File: config.mk
export PLATFORM = sky130hd
export DESIGN_NAME = linear_ode_integrator_step
export DESIGN_NICKNAME = d
export VERILOG_FILES = /design/src/lodi_pkg.sv /design/src/lodi_alu.sv /design/src/linear_ode_integrator_step.sv
export SDC_FILE = /design/constraint.sdc
export NUM_CORES = 2
export LEC_CHECK = 0
export BUFFER_PORTS_ARGS = -buffer_cell sky130_fd_sc_hd__buf_2
export CAP_MARGIN = 20
export CORE_ASPECT_RATIO = 0.5
export CORE_MARGIN = 2
export CORE_UTILIZATION = 30
export DETAILED_ROUTE_END_ITERATION = 6
export PLACE_DENSITY = 0.55
export SYNTH_ARGS = -nofsm -noshare
export SYNTH_HDL_FRONTEND = slang
export SYNTH_SLANG_ARGS = --single-unit
File: constraint.sdc
create_clock -name clk -period 26.8 [get_ports clk]
set_clock_uncertainty 0.2 [all_clocks]
set_input_delay 1.34 -clock clk [delete_from_list [all_inputs] [get_ports clk]]
set_output_delay 1.34 -clock clk [all_outputs]
set_load 0.005 [all_outputs]
File: src/lodi_pkg.sv
// ----------------------------------------------------------------------------
// lodi_pkg
// shared types, constants and the step microprogram of the integrator
// ----------------------------------------------------------------------------
package lodi_pkg;

  localparam int WORD_W    = 64;
  localparam int FRAC_BITS = 32;
  localparam int PC_W      = 6;

  localparam logic [WORD_W-1:0] MAXV = {1'b0, {(WORD_W-1){1'b1}}};
  localparam logic [WORD_W-1:0] MINV = {1'b1, {(WORD_W-1){1'b0}}};

  localparam logic [1:0] M_EULER = 2'd0;
  localparam logic [1:0] M_HEUN  = 2'd1;
  localparam logic [1:0] M_RK4   = 2'd2;
  localparam logic [1:0] M_ABM   = 2'd3;

  localparam logic [1:0] REG_METHOD  = 2'd0;
  localparam logic [1:0] REG_RATE    = 2'd1;
  localparam logic [1:0] REG_STEP    = 2'd2;
  localparam logic [1:0] REG_INITIAL = 2'd3;

  typedef enum logic [2:0] {OP_LD, OP_ADD, OP_SUB, OP_MUL, OP_MULC, OP_DIVC} op_t;
  typedef enum logic [2:0] {
    SRC_K, SRC_H, SRC_Y, SRC_G0, SRC_G1, SRC_G2, SRC_TMP, SRC_ACC
  } src_t;

  typedef enum logic [2:0] {S_IDLE, S_FETCH, S_START, S_WAIT, S_DONE} state_t;
  typedef enum logic [1:0] {AL_IDLE, AL_MUL, AL_DIV, AL_FIN} alu_state_t;

  typedef struct packed {
    op_t        op;
    src_t       src;
    logic [1:0] addr;
    logic [5:0] cval;
    logic       st;
    logic       last;
  } uop_t;

  typedef struct packed {
    logic              start;
    op_t               op;
    logic [WORD_W-1:0] a;
    logic [WORD_W-1:0] b;
    logic [5:0]        c;
  } alu_req_t;

  typedef struct packed {
    logic              done;
    logic              sat;
    logic [WORD_W-1:0] result;
  } alu_rsp_t;

  function automatic uop_t mk(op_t op, src_t src, logic [1:0] addr, logic [5:0] cval,
                              logic st, logic last);
    uop_t u;
    u.op = op; u.src = src; u.addr = addr; u.cval = cval; u.st = st; u.last = last;
    return u;
  endfunction

  function automatic uop_t get_uop(logic [1:0] mode, logic [PC_W-1:0] pc);
    uop_t u;
    logic [PC_W-1:0] cp;
    u = mk(OP_LD, SRC_Y, 2'd0, 6'd0, 1'b0, 1'b1);
    cp = (pc >= PC_W'(24)) ? pc - PC_W'(11) : pc;
    if (pc == PC_W'(0)) begin
      u = mk(OP_LD, SRC_K, 2'd0, 6'd0, 1'b0, 1'b0);
    end else if (pc == PC_W'(1)) begin
      u = mk(OP_MUL, SRC_Y, 2'd0, 6'd0, 1'b1, 1'b0);
    end else begin
      case (mode)
        M_EULER: begin
          case (pc)
            6'd2: u = mk(OP_MUL, SRC_H, 2'd0, 6'd0, 1'b0, 1'b0);
            default: u = mk(OP_ADD, SRC_Y, 2'd0, 6'd0, 1'b0, 1'b1);
          endcase
        end
        M_HEUN: begin
          case (pc)
            6'd2: u = mk(OP_MUL, SRC_H, 2'd0, 6'd0, 1'b0, 1'b0);
            6'd3: u = mk(OP_ADD, SRC_Y, 2'd0, 6'd0, 1'b0, 1'b0);
            6'd4: u = mk(OP_MUL, SRC_K, 2'd0, 6'd0, 1'b0, 1'b0);
            6'd5: u = mk(OP_ADD, SRC_TMP, 2'd0, 6'd0, 1'b0, 1'b0);
            6'd6: u = mk(OP_MUL, SRC_H, 2'd0, 6'd0, 1'b0, 1'b0);
            6'd7: u = mk(OP_DIVC, SRC_ACC, 2'd0, 6'd2, 1'b0, 1'b0);
            default: u = mk(OP_ADD, SRC_Y, 2'd0, 6'd0, 1'b0, 1'b1);
          endcase
        end
        M_RK4: begin
          case (pc)
            6'd2:  u = mk(OP_MUL, SRC_H, 2'd0, 6'd0, 1'b0, 1'b0);
            6'd3:  u = mk(OP_DIVC, SRC_ACC, 2'd0, 6'd2, 1'b0, 1'b0);
            6'd4:  u = mk(OP_ADD, SRC_Y, 2'd0, 6'd0, 1'b0, 1'b0);
            6'd5:  u = mk(OP_MUL, SRC_K, 2'd1, 6'd0, 1'b1, 1'b0);
            6'd6:  u = mk(OP_MUL, SRC_H, 2'd0, 6'd0, 1'b0, 1'b0);
            6'd7:  u = mk(OP_DIVC, SRC_ACC, 2'd0, 6'd2, 1'b0, 1'b0);
            6'd8:  u = mk(OP_ADD, SRC_Y, 2'd0, 6'd0, 1'b0, 1'b0);
            6'd9:  u = mk(OP_MUL, SRC_K, 2'd2, 6'd0, 1'b1, 1'b0);
            6'd10: u = mk(OP_MUL, SRC_H, 2'd0, 6'd0, 1'b0, 1'b0);
            6'd11: u = mk(OP_ADD, SRC_Y, 2'd0, 6'd0, 1'b0, 1'b0);
            6'd12: u = mk(OP_MUL, SRC_K, 2'd3, 6'd0, 1'b1, 1'b0);
            6'd13: u = mk(OP_MULC, SRC_TMP, 2'd2, 6'd2, 1'b1, 1'b0);
            6'd14: u = mk(OP_MULC, SRC_TMP, 2'd1, 6'd2, 1'b0, 1'b0);
            6'd15: u = mk(OP_ADD, SRC_TMP, 2'd0, 6'd0, 1'b0, 1'b0);
            6'd16: u = mk(OP_ADD, SRC_TMP, 2'd2, 6'd0, 1'b0, 1'b0);
            6'd17: u = mk(OP_ADD, SRC_TMP, 2'd3, 6'd0, 1'b0, 1'b0);
            6'd18: u = mk(OP_MUL, SRC_H, 2'd0, 6'd0, 1'b0, 1'b0);
            6'd19: u = mk(OP_DIVC, SRC_ACC, 2'd0, 6'd6, 1'b0, 1'b0);
            default: u = mk(OP_ADD, SRC_Y, 2'd0, 6'd0, 1'b0, 1'b1);
          endcase
        end
        default: begin
          case (cp)
            6'd2:  u = mk(OP_MULC, SRC_G0, 2'd1, 6'd59, 1'b1, 1'b0);
            6'd3:  u = mk(OP_MULC, SRC_TMP, 2'd0, 6'd55, 1'b0, 1'b0);
            6'd4:  u = mk(OP_SUB, SRC_TMP, 2'd1, 6'd0, 1'b1, 1'b0);
            6'd5:  u = mk(OP_MULC, SRC_G1, 2'd0, 6'd37, 1'b0, 1'b0);
            6'd6:  u = mk(OP_ADD, SRC_TMP, 2'd1, 6'd0, 1'b1, 1'b0);
            6'd7:  u = mk(OP_MULC, SRC_G2, 2'd2, 6'd9, 1'b1, 1'b0);
            6'd8:  u = mk(OP_LD, SRC_TMP, 2'd1, 6'd0, 1'b0, 1'b0);
            6'd9:  u = mk(OP_SUB, SRC_TMP, 2'd2, 6'd0, 1'b0, 1'b0);
            6'd10: u = mk(OP_MUL, SRC_H, 2'd0, 6'd0, 1'b0, 1'b0);
            6'd11: u = mk(OP_DIVC, SRC_ACC, 2'd0, 6'd24, 1'b0, 1'b0);
            6'd12: u = mk(OP_ADD, SRC_Y, 2'd0, 6'd0, 1'b0, 1'b0);
            6'd13: u = mk(OP_MUL, SRC_K, 2'd0, 6'd0, 1'b0, 1'b0);
            6'd14: u = mk(OP_MULC, SRC_ACC, 2'd1, 6'd9, 1'b1, 1'b0);
            6'd15: u = mk(OP_MULC, SRC_TMP, 2'd0, 6'd19, 1'b0, 1'b0);
            6'd16: u = mk(OP_ADD, SRC_TMP, 2'd1, 6'd0, 1'b1, 1'b0);
            6'd17: u = mk(OP_MULC, SRC_G0, 2'd2, 6'd5, 1'b1, 1'b0);
            6'd18: u = mk(OP_LD, SRC_TMP, 2'd1, 6'd0, 1'b0, 1'b0);
            6'd19: u = mk(OP_SUB, SRC_TMP, 2'd2, 6'd0, 1'b0, 1'b0);
            6'd20: u = mk(OP_ADD, SRC_G1, 2'd0, 6'd0, 1'b0, 1'b0);
            6'd21: u = mk(OP_MUL, SRC_H, 2'd0, 6'd0, 1'b0, 1'b0);
            6'd22: u = mk(OP_DIVC, SRC_ACC, 2'd0, 6'd24, 1'b0, 1'b0);
            default: u = mk(OP_ADD, SRC_Y, 2'd0, 6'd0, 1'b0, pc == PC_W'(34));
          endcase
        end
      endcase
    end
    return u;
  endfunction

endpackage

File: src/lodi_alu.sv
// ----------------------------------------------------------------------------
// lodi_alu
// saturating fixed-point unit: registered add, sub and load, bit-serial
// multiply and bit-serial divide by a small constant
// ----------------------------------------------------------------------------
module lodi_alu (
  input  logic              clk,
  input  logic              rst,
  input  lodi_pkg::alu_req_t req,
  output lodi_pkg::alu_rsp_t rsp
);
  import lodi_pkg::*;

  alu_state_t          st, st_next;
  op_t                 op_q;
  logic [5:0]          cnt;
  logic [5:0]          cval;
  logic [WORD_W-1:0]   ma, hi, lo, nq, q;
  logic [4:0]          rem;
  logic                neg;
  logic [WORD_W:0]     sum, addv, subv;
  logic [5:0]          r2;
  logic [2*WORD_W-1:0] prod, prnd;
  logic [WORD_W:0]     fm;

  function automatic logic [WORD_W-1:0] mag(logic [WORD_W-1:0] v);
    return v[WORD_W-1] ? (~v + 1'b1) : v;
  endfunction

  function automatic logic [WORD_W:0] from_mag(logic n, logic [WORD_W-1:0] m, logic big);
    if (!n) begin
      if (big || m[WORD_W-1]) return {1'b1, MAXV};
      return {1'b0, m};
    end
    if (big || (m[WORD_W-1] && |m[WORD_W-2:0])) return {1'b1, MINV};
    return {1'b0, ~m + 1'b1};
  endfunction

  function automatic logic [WORD_W:0] clamp(logic [WORD_W:0] s);
    if (s[WORD_W] != s[WORD_W-1]) return {1'b1, s[WORD_W] ? MINV : MAXV};
    return {1'b0, s[WORD_W-1:0]};
  endfunction

  assign sum  = {1'b0, hi} + {1'b0, (lo[0] ? ma : '0)};
  assign addv = {req.a[WORD_W-1], req.a} + {req.b[WORD_W-1], req.b};
  assign subv = {req.b[WORD_W-1], req.b} - {req.a[WORD_W-1], req.a};
  assign r2   = {rem, nq[WORD_W-1]};
  assign prod = {hi, lo};
  assign prnd = prod + ((2*WORD_W)'(1) << (FRAC_BITS - 1));

  always_comb begin
    if (op_q == OP_MUL) begin
      fm = from_mag(neg, prnd[FRAC_BITS+WORD_W-1:FRAC_BITS],
                    |prnd[2*WORD_W-1:FRAC_BITS+WORD_W]);
    end else if (op_q == OP_MULC) begin
      fm = from_mag(neg, prod[WORD_W-1:0], |prod[2*WORD_W-1:WORD_W]);
    end else begin
      fm = {1'b0, neg ? (~q + 1'b1) : q};
    end
  end

  always_comb begin
    st_next = st;
    case (st)
      AL_IDLE: begin
        if (req.start && (req.op == OP_MUL || req.op == OP_MULC)) st_next = AL_MUL;
        else if (req.start && req.op == OP_DIVC) st_next = AL_DIV;
      end
      AL_MUL, AL_DIV: begin
        if (cnt == 6'd63) st_next = AL_FIN;
      end
      default: st_next = AL_IDLE;
    endcase
  end

  always_ff @(posedge clk) begin
    if (rst) begin
      st       <= AL_IDLE;
      rsp.done <= 1'b0;
    end else begin
      st       <= st_next;
      rsp.done <= 1'b0;
      case (st)
        AL_IDLE: begin
          if (req.start) begin
            op_q <= req.op;
            cnt  <= '0;
            cval <= req.c;
            case (req.op)
              OP_LD: begin
                rsp.result <= req.a;
                rsp.sat    <= 1'b0;
                rsp.done   <= 1'b1;
              end
              OP_ADD: begin
                {rsp.sat, rsp.result} <= clamp(addv);
                rsp.done <= 1'b1;
              end
              OP_SUB: begin
                {rsp.sat, rsp.result} <= clamp(subv);
                rsp.done <= 1'b1;
              end
              OP_MUL: begin
                ma  <= mag(req.a);
                lo  <= mag(req.b);
                hi  <= '0;
                neg <= req.a[WORD_W-1] ^ req.b[WORD_W-1];
              end
              OP_MULC: begin
                ma  <= mag(req.a);
                lo  <= WORD_W'(req.c);
                hi  <= '0;
                neg <= req.a[WORD_W-1];
              end
              default: begin
                nq  <= mag(req.b) + WORD_W'(req.c >> 1);
                rem <= '0;
                q   <= '0;
                neg <= req.b[WORD_W-1];
              end
            endcase
          end
        end
        AL_MUL: begin
          hi  <= sum[WORD_W:1];
          lo  <= {sum[0], lo[WORD_W-1:1]};
          cnt <= cnt + 1'b1;
        end
        AL_DIV: begin
          if (r2 >= cval) begin
            rem <= 5'(r2 - cval);
            q   <= {q[WORD_W-2:0], 1'b1};
          end else begin
            rem <= r2[4:0];
            q   <= {q[WORD_W-2:0], 1'b0};
          end
          nq  <= {nq[WORD_W-2:0], 1'b0};
          cnt <= cnt + 1'b1;
        end
        default: begin
          {rsp.sat, rsp.result} <= fm;
          rsp.done <= 1'b1;
        end
      endcase
    end
  end

endmodule

File: src/linear_ode_integrator_step.sv
// ----------------------------------------------------------------------------
// linear_ode_integrator_step
// one integration step of y' = k*y per non-restart beat (Euler, Heun, RK4,
// ABM4), microprogrammed over a bit-serial saturating arithmetic unit
// ----------------------------------------------------------------------------
//  channel  handshake               payload
//  cfg      cfg_valid / cfg_ready   cfg_index, cfg_data
//  in       in_valid  / in_ready    restart
//  out      out_valid / out_ready   y_value, step_index, overflow
//
// each multiply, constant multiply or constant divide runs bit-serially on the
// shared serial unit, while each add, sub or load completes directly; a step
// presents its result once the last micro-op of its method has finished.
// a restart beat goes straight to the done state and presents the initial value.
// the next beat is taken while a result waits on the output register.
// rst is synchronous and clears the configuration, state, out_valid and history.
module linear_ode_integrator_step (
  input  logic        clk,
  input  logic        rst,
  input  logic        cfg_valid,
  output logic        cfg_ready,
  input  logic [1:0]  cfg_index,
  input  logic [63:0] cfg_data,
  input  logic        in_valid,
  output logic        in_ready,
  input  logic        restart,
  output logic        out_valid,
  input  logic        out_ready,
  output logic [63:0] y_value,
  output logic [31:0] step_index,
  output logic        overflow
);
  import lodi_pkg::*;

  state_t            state, state_next;
  logic [1:0]        method, mode;
  logic [WORD_W-1:0] rate, initial_value, y_now, g0, g1, g2, acc, tmp_rd, opa;
  logic [62:0]       step_size;
  logic [31:0]       step_count;
  logic [PC_W-1:0]   pc;
  uop_t              uop_q;
  uop_t              uop_f;
  logic              ovf;
  logic [WORD_W-1:0] tmp [4];
  alu_req_t          alu_req;
  alu_rsp_t          alu_rsp;
  logic              out_load;

  assign cfg_ready = 1'b1;
  assign in_ready  = (state == S_IDLE);
  assign out_load  = (state == S_DONE) && (!out_valid || out_ready);
  assign uop_f     = get_uop(mode, pc);

  always_comb begin
    case (uop_q.src)
      SRC_K:   opa = rate;
      SRC_H:   opa = {1'b0, step_size};
      SRC_Y:   opa = y_now;
      SRC_G0:  opa = g0;
      SRC_G1:  opa = g1;
      SRC_G2:  opa = g2;
      SRC_TMP: opa = tmp_rd;
      default: opa = acc;
    endcase
    alu_req.start = (state == S_START);
    alu_req.op    = uop_q.op;
    alu_req.a     = opa;
    alu_req.b     = acc;
    alu_req.c     = uop_q.cval;
  end

  lodi_alu u_alu (
    .clk (clk),
    .rst (rst),
    .req (alu_req),
    .rsp (alu_rsp)
  );

  always_comb begin
    state_next = state;
    case (state)
      S_IDLE: begin
        if (in_valid) state_next = restart ? S_DONE : S_FETCH;
      end
      S_FETCH: state_next = S_START;
      S_START: state_next = S_WAIT;
      S_WAIT: begin
        if (alu_rsp.done) state_next = uop_q.last ? S_DONE : S_FETCH;
      end
      default: begin
        if (out_load) state_next = S_IDLE;
      end
    endcase
  end

  always_ff @(posedge clk) begin
    if (rst) state <= S_IDLE;
    else     state <= state_next;
  end

  always_ff @(posedge clk) begin
    if (state == S_FETCH) begin
      uop_q  <= uop_f;
      tmp_rd <= tmp[uop_f.addr];
    end
    if (state == S_WAIT && alu_rsp.done && uop_q.st) tmp[uop_q.addr] <= alu_rsp.result;
  end

  always_ff @(posedge clk) begin
    if (rst) begin
      method        <= M_EULER;
      rate          <= '0;
      step_size     <= '0;
      initial_value <= '0;
      y_now         <= '0;
      g0            <= '0;
      g1            <= '0;
      g2            <= '0;
      step_count    <= '0;
      out_valid     <= 1'b0;
      ovf           <= 1'b0;
      pc            <= '0;
      mode          <= M_EULER;
    end else begin
      if (cfg_valid) begin
        case (cfg_index)
          REG_METHOD:  method        <= cfg_data[1:0];
          REG_RATE:    rate          <= cfg_data;
          REG_STEP:    step_size     <= cfg_data[62:0];
          REG_INITIAL: initial_value <= cfg_data;
          default: ;
        endcase
      end
      case (state)
        S_IDLE: begin
          if (in_valid) begin
            ovf <= 1'b0;
            pc  <= '0;
            if (method == M_ABM && step_count < 32'd3) mode <= M_RK4;
            else                                       mode <= method;
            if (restart) begin
              y_now      <= initial_value;
              g0         <= '0;
              g1         <= '0;
              g2         <= '0;
              step_count <= '0;
            end
          end
        end
        S_WAIT: begin
          if (alu_rsp.done) begin
            acc <= alu_rsp.result;
            ovf <= ovf | alu_rsp.sat;
            pc  <= pc + 1'b1;
            if (uop_q.last) begin
              y_now <= alu_rsp.result;
              g2    <= g1;
              g1    <= g0;
              g0    <= tmp[0];
              if (step_count != 32'hffff_ffff) step_count <= step_count + 1'b1;
            end
          end
        end
        default: ;
      endcase
      if (out_load) begin
        out_valid  <= 1'b1;
        y_value    <= y_now;
        step_index <= step_count;
        overflow   <= ovf;
      end else if (out_ready) begin
        out_valid <= 1'b0;
      end
    end
  end

  a_done_in_wait: assert property (@(posedge clk) disable iff (rst)
    alu_rsp.done |-> state == S_WAIT)
    else $error("arithmetic unit finished outside wait state");

  a_restart_fast: assert property (@(posedge clk) disable iff (rst)
    (in_valid && in_ready && restart) |=> state == S_DONE)
    else $error("restart beat did not go straight to result");

  a_out_loaded: assert property (@(posedge clk) disable iff (rst)
    out_load |=> out_valid && state == S_IDLE)
    else $error("result not presented after step end");

endmodule
==> metrics.txt <==
Cell Area, Synth 82760 µm²; Pleak roughly 0.030 µW; CTS tree yes; Max Cap Violations 0; final wirelength about 370000 µm; CP startpoint kind register; Core Area ~270000 µm²; register area share after synthesis 45.05%; Largest regs tmp: 256 flops, u_alu.rsp: 66 flops; antenna violations before repair about 70; Largest register FFs 256; Post-DP HPWL ~270000 µm; fin. max-slew vios 0; max incr delay on CP between 0.8 and 0.9 ns; Worst-path clk slew ~0.060 ns; Crit Path Class reg2reg; ys async rst share 0%; standard-cell rows around 140; run status completed; Final Cycle Share between 30% and 40%; Post-synth EDFFs 903; CTS resizes 0; Crit Path Max Fanout 54; CP bufs+invs 8; chip height about 380 µm; Final setup viols 0; highest clock rate 96.83 MHz; PwrDens between 60 and 70 nW/µm²; number of global-route vias before repair slightly below 70000; cts hold-fix bufs 0; worst reg2reg path depth 20; share of cells above drive strength 1 approximately 8.5%; Seq cells post-synth around 1400; IO Pins approximately 170; Routability Congestion between 1 and 1.5; Syn. warnings 0; H-tree levels 4; routed vias between 70000 and 80000; worst slew pin tran roughly 1.4 ns; Sink Count between 1000 and 1500; postcts setup bufs 0; later-pin clock latency in the skew report 0.87 ns; Crit path depth 20; CP max stage cell xor2_4; CP Data Required Time 27.14 ns; drt initial violations 10841; DRT Pass-1 Iters 6; crit end category register; CTS max path bufs 4; syn_area_per_cell a little under 9 µm²; Hold Worst Slack between 0.2 and 0.25 ns; Clock Tree Root clkbuf_16; ANT nets after route 0; setup TNS 0 ns; worst vdd ir approximately 0.045 mV; Hold Path Depth 2; most flop-heavy register tmp; Nets 9459; grt total ovfl 0; Largest delay share family, worst path buffers and inverters; Num CTS Buffers 156; IO Port Bufs 170; crit-path cells buf_4 > buf_4 > buf_4 > buf_4 > nand3_2 > buf_4 > o21ai_1 > inv_1 > ha_1 > nor4_1 > nand2_1 > nor4_1 > inv_1 > o211ai_1 > nor4_1 > a21oi_1 > xor2_4 > buf_4 > a21oi_1 > or4_1; critical path's most frequent cell buf_4; Post-synth top flop edfxtp_1; DR WL/cell around 29 µm; Hold Crit Class reg2reg; Max-slew headroom around 4.5%; GR Util All Layers roughly 25%; final hold vios 0; Starting Density a little under a third; vias per std cell 5.943; Die X 746.8 µm; # DRC 0; Mapped Nets about 9600; Arrival @ worst endpoint 10.67 ns; Tmin final ~10 ns; Area Overhead vs Synth 11.63%; pin count of the biggest net entering global routing 194; RSZ-0062 raised after global routing false; Unique masters post-synth 100; first-pass GRT wire length approximately 520000 µm; synthesized instance count 9283; die area around 280000 µm²
==> through the flow <==
stage               utilization, %  total power, µW  setup slack [ns]  cells  cell area (µm²)
finish                       33.64             6207             16.47  12945            92390
global route                 33.63             6396             16.16  12932            92350
CTS                          33.57             6166             16.78  12911            92190
detailed placement           31.79             4026             16.79  12633            87320
global placement             31.79             4030             16.85  12630            87300
floorplan                        -             3435             17.59   9283            82760
==> path summary, 6_finish.rpt <==
check                           slack, ns             to       from
worst max-delay path                16.47  u_alu.rsp[60]  uop_q[11]
worst min-delay path                 0.25         g2[27]     g2[27]
worst max register to register      16.47  u_alu.rsp[60]  uop_q[11]
worst min register to register       0.25         g2[27]     g2[27]
==> placed cells by master (no fill, tap or decap), drive strengths merged, types with 57 or more instances in the layout <==
master | Yosys | final
a211oi | 91 | 91
a21o | 68 | 68
a21oi | 931 | 931
a311oi | 78 | 78
a31oi | 147 | 147
and2 | 170 | 170
and3 | 57 | 57
buf | 97 | 349
clkbuf | 547 | 219
dfxtp | 508 | 508
edfxtp | 903 | 903
ha | 232 | 232
inv | 233 | 243
mux2i | 87 | 87
nand2 | 1384 | 1384
nand2b | 63 | 63
nand3 | 377 | 377
nand4 | 120 | 120
nor2 | 614 | 614
nor3 | 176 | 176
nor4 | 135 | 135
o211ai | 62 | 62
o21ai | 516 | 516
o22ai | 185 | 185
o31ai | 102 | 102
or3 | 74 | 74
or4 | 63 | 63
xnor2 | 352 | 352
xor2 | 176 | 176
==> kinds of logic after synthesis <==
group                      after synthesis  synth area share (%)
buffers and inverters                  881                 4.073
DFF                                   1411                 45.05
other                                    1              0.004531
adders and majority gates              237                 3.629
muxes                                  161                 2.359
and+or+nand+nor                       3445                 19.71
xor gates and xnor gates               528                 5.588
AOI/OAI and AO/OA                     2619                 19.58
==> cells in the mapped netlist (21+ instances only) <==
cell	count	area, µm²
a211oi_1	91	683.2
a21o_1	68	510.5
a21oi_1	930	4654
a221oi_1	29	254.0
a311oi_1	78	683.2
a31oi_1	147	919.6
and2_1	170	1064
and3_1	57	356.6
and4_1	21	183.9
buf_1	63	236.5
buf_2	29	145.1
clkbuf_1	546	2049
dfxtp_1	508	10170
edfxtp_1	903	27120
ha_1	232	2903
inv_1	230	863.3
mux2_2	52	585.6
mux2i_1	87	870.8
mux4_2	22	495.5
nand2_1	1384	5195
nand2b_1	63	394.1
nand3_1	376	1882
nand3b_1	23	172.7
nand4_1	119	744.5
nor2_1	614	2305
nor2b_1	56	350.3
nor3_1	170	850.8
nor3b_1	21	157.7
nor4_1	128	800.8
o211ai_1	62	465.5
o21a_1	47	352.8
o21ai_0	507	2537
o21bai_1	36	270.3
o221ai_1	42	367.9
o22ai_1	185	1157
o31ai_1	102	765.7
o41ai_1	28	245.2
or2_2	42	262.8
or3_1	74	462.9
or4_1	61	457.9
xnor2_1	352	3083
xor2_1	176	1541
==> area by class of cell <==
class / count / area, µm²
well taps: 3657 / 4576
clock inverters: 63 / 534.3
multi-input cells: 6991 / 42390
inverters: 237 / 889.6
diodes: 18 / 45.04
fillers: 28682 / 182300
repair buffers: 353 / 2323
flip-flops and latches: 1411 / 37290
clock buffers: 215 / 4342
==> metal layers <==
layer	vias to the layer above	track usage, %	routed length (µm)	part of all wire, %
li1	33856	-	-	-
met1	38281	37.27	166800	45
met2	4146	34.47	145900	39
met3	615	8.023	46240	12
met4	38	8.092	13370	3.6
met5	-	0	254	0.068
==> power breakdown <==
group	switching [µW]	total (µW)	leakage [µW]	internal (µW)
Clock	959	2160	0.00237	1200
Combinational	1010	1410	0.0157	402
Sequential	170	2640	0.0124	2470
==> worst reg2reg max path: cells and delay by family, from the launching register on <==
kind | cells | cell delay, ns
buffers and inverters | 8 | 3.78
AND/OR/NAND/NOR | 6 | 2.67
AO/OA/AOI/OAI | 4 | 1.78
XOR/XNOR | 1 | 0.81
adder cells (fa/ha/maj) | 1 | 0.47
flip-flops | 1 | 0.32
Note: power is estimated with default switching activity, not from simulation.
